**config.mk**
```make
export PLATFORM = sky130hd
export DESIGN_NAME = aavr_cordic_cell
export DESIGN_NICKNAME = d
export VERILOG_FILES = /design/src/rtl/aavr_pkg.sv /design/src/rtl/aavr_cordic_cell.sv
export SDC_FILE = /design/constraint.sdc
export NUM_CORES = 1
export LEC_CHECK = 0
export BUFFER_PORTS_ARGS = -buffer_cell sky130_fd_sc_hd__buf_4
export CAP_MARGIN = 5
export CORE_MARGIN = 1
export CORE_UTILIZATION = 55
export CTS_CLUSTER_DIAMETER = 30
export CTS_CLUSTER_SIZE = 12
export DETAILED_ROUTE_END_ITERATION = 12
export GPL_TIMING_DRIVEN = 0
export PLACE_DENSITY_LB_ADDON = 0.25
export SLEW_MARGIN = 20
export SYNTH_ARGS = -nofsm -noshare
export SYNTH_HDL_FRONTEND = slang
export SYNTH_SLANG_ARGS = --single-unit
```
**constraint.sdc**
```tcl
create_clock -name clock -period 4.3 [get_ports clock]
set_clock_uncertainty 0.1 [all_clocks]
set_input_delay 0.645 -clock clock [delete_from_list [all_inputs] [get_ports clock]]
set_output_delay 0.645 -clock clock [all_outputs]
set_load 0.02 [all_outputs]
```
**src/rtl/aavr_pkg.sv**
```systemverilog
// ----------------------------------------------------------------------------
// aavr_pkg
// Shared widths, constants and the arctangent table for the axis-angle rotator.
// ----------------------------------------------------------------------------
package aavr_pkg;

   localparam int AXIS_W     = 18;               // axis component, Q1.16
   localparam int CW         = 34;               // cordic x, y, z
   localparam int C_W        = 20;               // sine and cosine, Q.16
   localparam int UU_W       = 2 * AXIS_W;       // axis products, Q.32
   localparam int D_W        = C_W + UU_W + 1;   // second stage products
   localparam int US_W       = AXIS_W + C_W;     // axis times sine
   localparam int M_W        = 32;               // matrix entries, Q.24
   localparam int ATAN_ENTRIES = 24;

   localparam int VEC_WIDTH_DEF   = 24;
   localparam int ANGLE_BITS_DEF  = 16;
   localparam int TRIG_STAGES_DEF = 16;

   localparam logic signed [CW-1:0] TRIG_GAIN = CW'(652032874);

   function automatic logic signed [CW-1:0] atan_val(input int idx);
      logic signed [CW-1:0] r;
      begin
         case (idx)
            0:  r = CW'(536870912);
            1:  r = CW'(316933405);
            2:  r = CW'(167458907);
            3:  r = CW'(85004756);
            4:  r = CW'(42667331);
            5:  r = CW'(21354465);
            6:  r = CW'(10679830);
            7:  r = CW'(5340245);
            8:  r = CW'(2670163);
            9:  r = CW'(1335086);
            10: r = CW'(667544);
            11: r = CW'(333772);
            12: r = CW'(166886);
            13: r = CW'(83443);
            14: r = CW'(41721);
            15: r = CW'(20860);
            16: r = CW'(10430);
            17: r = CW'(5215);
            18: r = CW'(2607);
            19: r = CW'(1303);
            20: r = CW'(651);
            21: r = CW'(325);
            22: r = CW'(162);
            23: r = CW'(81);
            default: r = '0;
         endcase
         return r;
      end
   endfunction

   // add half an lsb, then arithmetic shift
   function automatic logic signed [63:0] rnd_shift(input logic signed [63:0] v,
                                                    input int s);
      logic signed [63:0] h;
      begin
         h = 64'sd1 <<< (s - 1);
         return (v + h) >>> s;
      end
   endfunction

endpackage

```
**src/rtl/aavr_cordic_cell.sv**
```systemverilog
// ----------------------------------------------------------------------------
// aavr_cordic_cell
// One rotation-mode cordic step; carries the word's other fields alongside.
// ----------------------------------------------------------------------------
module aavr_cordic_cell #(
   parameter int STAGE = 0,
   parameter int PAY_W = 8
) (
   input  logic                            clock,
   input  logic                            reset,
   input  logic                            adv,
   input  logic                            src_valid,
   input  logic signed [aavr_pkg::CW-1:0]  src_x,
   input  logic signed [aavr_pkg::CW-1:0]  src_y,
   input  logic signed [aavr_pkg::CW-1:0]  src_z,
   input  logic [PAY_W-1:0]                src_pay,
   output logic                            dst_valid,
   output logic signed [aavr_pkg::CW-1:0]  dst_x,
   output logic signed [aavr_pkg::CW-1:0]  dst_y,
   output logic signed [aavr_pkg::CW-1:0]  dst_z,
   output logic [PAY_W-1:0]                dst_pay
);
   import aavr_pkg::*;

   localparam logic signed [CW-1:0] ATAN = atan_val(STAGE);

   logic                 valid_ff;
   logic signed [CW-1:0] x_ff, y_ff, z_ff, x_in, y_in, z_in;
   logic [PAY_W-1:0]     pay_ff;
   logic signed [CW-1:0] xs, ys;

   always_comb begin
      xs = src_x >>> STAGE;
      ys = src_y >>> STAGE;
      if (!src_z[CW-1]) begin
         x_in = src_x - ys;
         y_in = src_y + xs;
         z_in = src_z - ATAN;
      end else begin
         x_in = src_x + ys;
         y_in = src_y - xs;
         z_in = src_z + ATAN;
      end
   end

   always_ff @(posedge clock) begin
      if (reset) begin
         valid_ff <= 1'b0;
      end else if (adv) begin
         valid_ff <= src_valid;
      end
   end

   always_ff @(posedge clock) begin
      if (adv) begin
         x_ff   <= x_in;
         y_ff   <= y_in;
         z_ff   <= z_in;
         pay_ff <= src_pay;
      end
   end

   assign dst_valid = valid_ff;
   assign dst_x     = x_ff;
   assign dst_y     = y_ff;
   assign dst_z     = z_ff;
   assign dst_pay   = pay_ff;

endmodule

```
==> summary.md <==
| Metric | Value |
|---|---|
| H-tree levels | `3` |
| Busiest grt layer | `met2` |
| Largest cells by area after synthesis | `edfxtp_1 36%, ha_1 14%, a21oi_1 6.9%` |
| Antenna violations before repair | `1` |
| Synth Net Count | `~1200` |
| Sequential area share after synthesis | `36.5%` |
| GRT Residual Overflow | `0` |
| Vias | `8267` |
| CTS resizes | `0` |
| Clock-pin slew of the registers on the worst-case setup and hold paths | `70 ps` |
| Layout Nets | `between 1000 and 1500` |
| Synthesized area | `9010 µm²` |
| Power per cell area | `333 nW/µm²` |
| Yosys top cell area share | `36.3%` |
| Slew margin rel. | `about a third` |
| CP required | `4270 ps` |
| Yosys cell types | `72` |
| Root Driver | `clkbuf_16` |
| DIE AREA | `16900 µm²` |
| Crit Path Category | `in2reg` |
| Cell accounting for the most synthesized area | `edfxtp_1` |
| Reg2Reg Depth | `2` |
| Syn avg cell area | `9.34 µm²` |
| CTS buffer count | `9` |
| Hold path depth | `2` |
| Critical Path AT | `3880 ps` |
| Status | `finished, final reports clean` |
| Largest net degree at the start of global routing | `111` |
| Warnings from Yosys | `0` |
| Final Power | `3760 µW` |
| Worst hold path type | `in2reg` |
| Max FO, Critical Path | `9` |
| Vias in the first global route | `7696` |
| Leak pwr | `0.00504 µW` |
| Hpwl dp | `21600 µm` |
| Clock buffer depth | `2` |
| Crit path time final | `roughly 3900 ps` |
| Met1 usage | `40.4%` |
| CTS tree | `built` |
| Finished layout cell area | `about 11000 µm²` |
| Fin. Hold Viols | `0` |
| Critical Path Sink Type | `flip-flop` |
| # DRC | `0` |
| Gr usage total | `33.0%` |
| First-pass GRT wire length | `41800 µm` |
| Iteration-0 DRC count of the detailed router | `~700` |
| Post-CTS setup buffer count | `0` |
| Gate Count Post-Synth | `965` |
| Final period util | `about 91%` |
| Largest stage delay on the critical path | `around 560 ps` |
| Final slew viol count | `0` |
| Peak Freq | `256 MHz` |
| Row Count | `46` |
| Final Wtd Congestion | `0.921` |
| MaxCap Viol Count | `0` |
| Final TNS setup | `0 ps` |
| Die span in y | `about 130 µm` |
| M2 GR Usage | `approximately 56%` |
| Met3 usage | `around 5.7%` |
| Final setup viols | `0` |
| Ys flop type | `edfxtp_1` |
| Via density | `between 5 and 6` |
| Worst skew pair latency | `350 ps` |
| Async set-reset flop share out of synthesis | `0%` |
| Antenna viol nets, final | `0` |
| Clock Sinks | `110` |
| Drt pass-1 iters | `5` |
| Post-CTS Hold Fix Bufs | `0` |
| DP Area | `11000 µm²` |
| P&R area growth vs syn | `25.2%` |
| Synthesis-stage register bit count | `110` |
| Chip width | `roughly 130 µm` |
| RSZ-0062 raised after global routing | `false` |
| Startpoint types | `input pin` |
| Top Ports | `225` |
| Wirelength per Cell | `19.6 µm` |
| PortBufs | `~220` |
| Routed WL | `between 20000 and 30000 µm` |
| Tightest Pin Transition | `1010 ps` |
| Initial Util | `56.5%` |
| Post-synth EDFFs | `109` |
| Final hold slack | `between 300 and 400 ps` |
| Crit path cell chain | `buf_4 -> inv_1 -> ha_1 -> clkbuf_1 -> nand2_1 -> o21a_1 -> a31oi_1 -> a211oi_1 -> o31a_1 -> nor3_1 -> o21ai_0 -> a21boi_1 -> xnor2_1` |
| Core region area | `15900 µm²` |
| Worst path slowest cell | `a31oi_1` |
| Share of cells above drive strength 1 | `22.8%` |
| Worst VDD drop | `0.236 mV` |
## final cells by class
type | count | area (µm²)
Clock inverter | 6 | 75.1
Clock buffer | 10 | 239
Sequential cell | 110 | 3290
Multi-Input combinational cell | 706 | 5130
Tap cell | 216 | 270
Buffer | 45 | 193
Inverter | 104 | 390
Fill cell | 1259 | 4660
Antenna cell | 1 | 2.50
Timing Repair Buffer | 224 | 1690
## metal layers
metal / vias to the layer above / part of all wire, %
met1: 3803 / 40
li1: 3945 / -
met4: 0 / 3.8
met3: 72 / 8.2
met5: - / 0
met2: 447 / 48
## cell usage after synthesis, drive strengths merged, types with 3 or more instances
library cell and number:
a211o 3, o31ai 9, edfxtp 109, nor4 5, nand2 44, o22ai 3, and3 4, a2111oi 5
a31o 3, xnor2 59, nand2b 13, a311oi 7, a31oi 11, or3 5, nand4 7, inv 102
xor2 8, o2111ai 3, mux2i 17, o21ai 54, nor3 11, nor2b 10, nand3 15, o21ba 4
a221oi 3, ha 103, a211oi 15, o21a 7, o211ai 8, a21oi 126, clkbuf 32, a21o 19
nor2 69, o21bai 24, and2 3, buf 13, fa 4
## layout by cell type, fill, tap and decap left out, types with 9 or more instances in the layout
cell type  synthesis  final
buf_4              1    224
inv_1             97     97
a21o_1            19     19
nand3_1           14     14
xnor2_1           59     59
nor2_1            69     69
a21oi_1          125    125
a31oi_1           11     11
ha_1             103    103
o21ai_0           44     44
clkbuf_16          0      9
edfxtp_1         109    109
a211oi_1          14     14
nor3_1            11     11
o31ai_1            9      9
o21bai_1          24     24
clkbuf_1          32     32
nand2b_1          13     13
nand2_1           44     44
nor2b_1           10     10
buf_2             10     10
mux2i_1           17     17
o21ai_1            9      9
## stage by stage
stage	cells	setup WS (ps)	util (%)
6_report	1422	388	70.8
2_1_floorplan	965	852	-
5_1_grt	1421	277	70.8
3_5_place_dp	1405	157	68.8
3_3_place_gp	1405	180	68.8
4_1_cts	1421	501	70.8
## where the power goes
part / internal (µW) / switching, µW
registers: 1370 / 41.0
logic: 571 / 868
clock network: 478 / 425
## worst paths after layout
kind	start	endpoint	slack, ps
max	src_x[5]	dst_y[23]	390
min	reset	dst_valid	340
max reg2reg	dst_valid	dst_valid	3610
min reg2reg	dst_valid	dst_valid	410
## cell families (layout without fill, tap and decap cells)
group,count (synthesis),in the layout,share of synthesized area (%)
simple gates,192,192,10.1
other cells,0,1,0
xor+xnor,67,67,6.51
buf+inv,149,389,6.47
compound gates,323,323,23.3
mux,17,17,1.89
fa+ha+maj,107,107,15.2
flops,110,110,36.5
## critical path: cells and delay by family
kind	cells	cell delay, ps
buffers and inverters	3	470
XOR/XNOR	1	180
AO/OA/AOI/OAI	6	1740
AND/OR/NAND/NOR	2	590
adder cells (fa/ha/maj)	1	260
## flip-flops by register name, summed over array words and instances, names as in the netlist
register / cells
dst_pay: 8
dst_z: 34
dst_y: 33
dst_valid: 1
dst_x: 34
No activity file was read; power rests on OpenSTA's default activity.
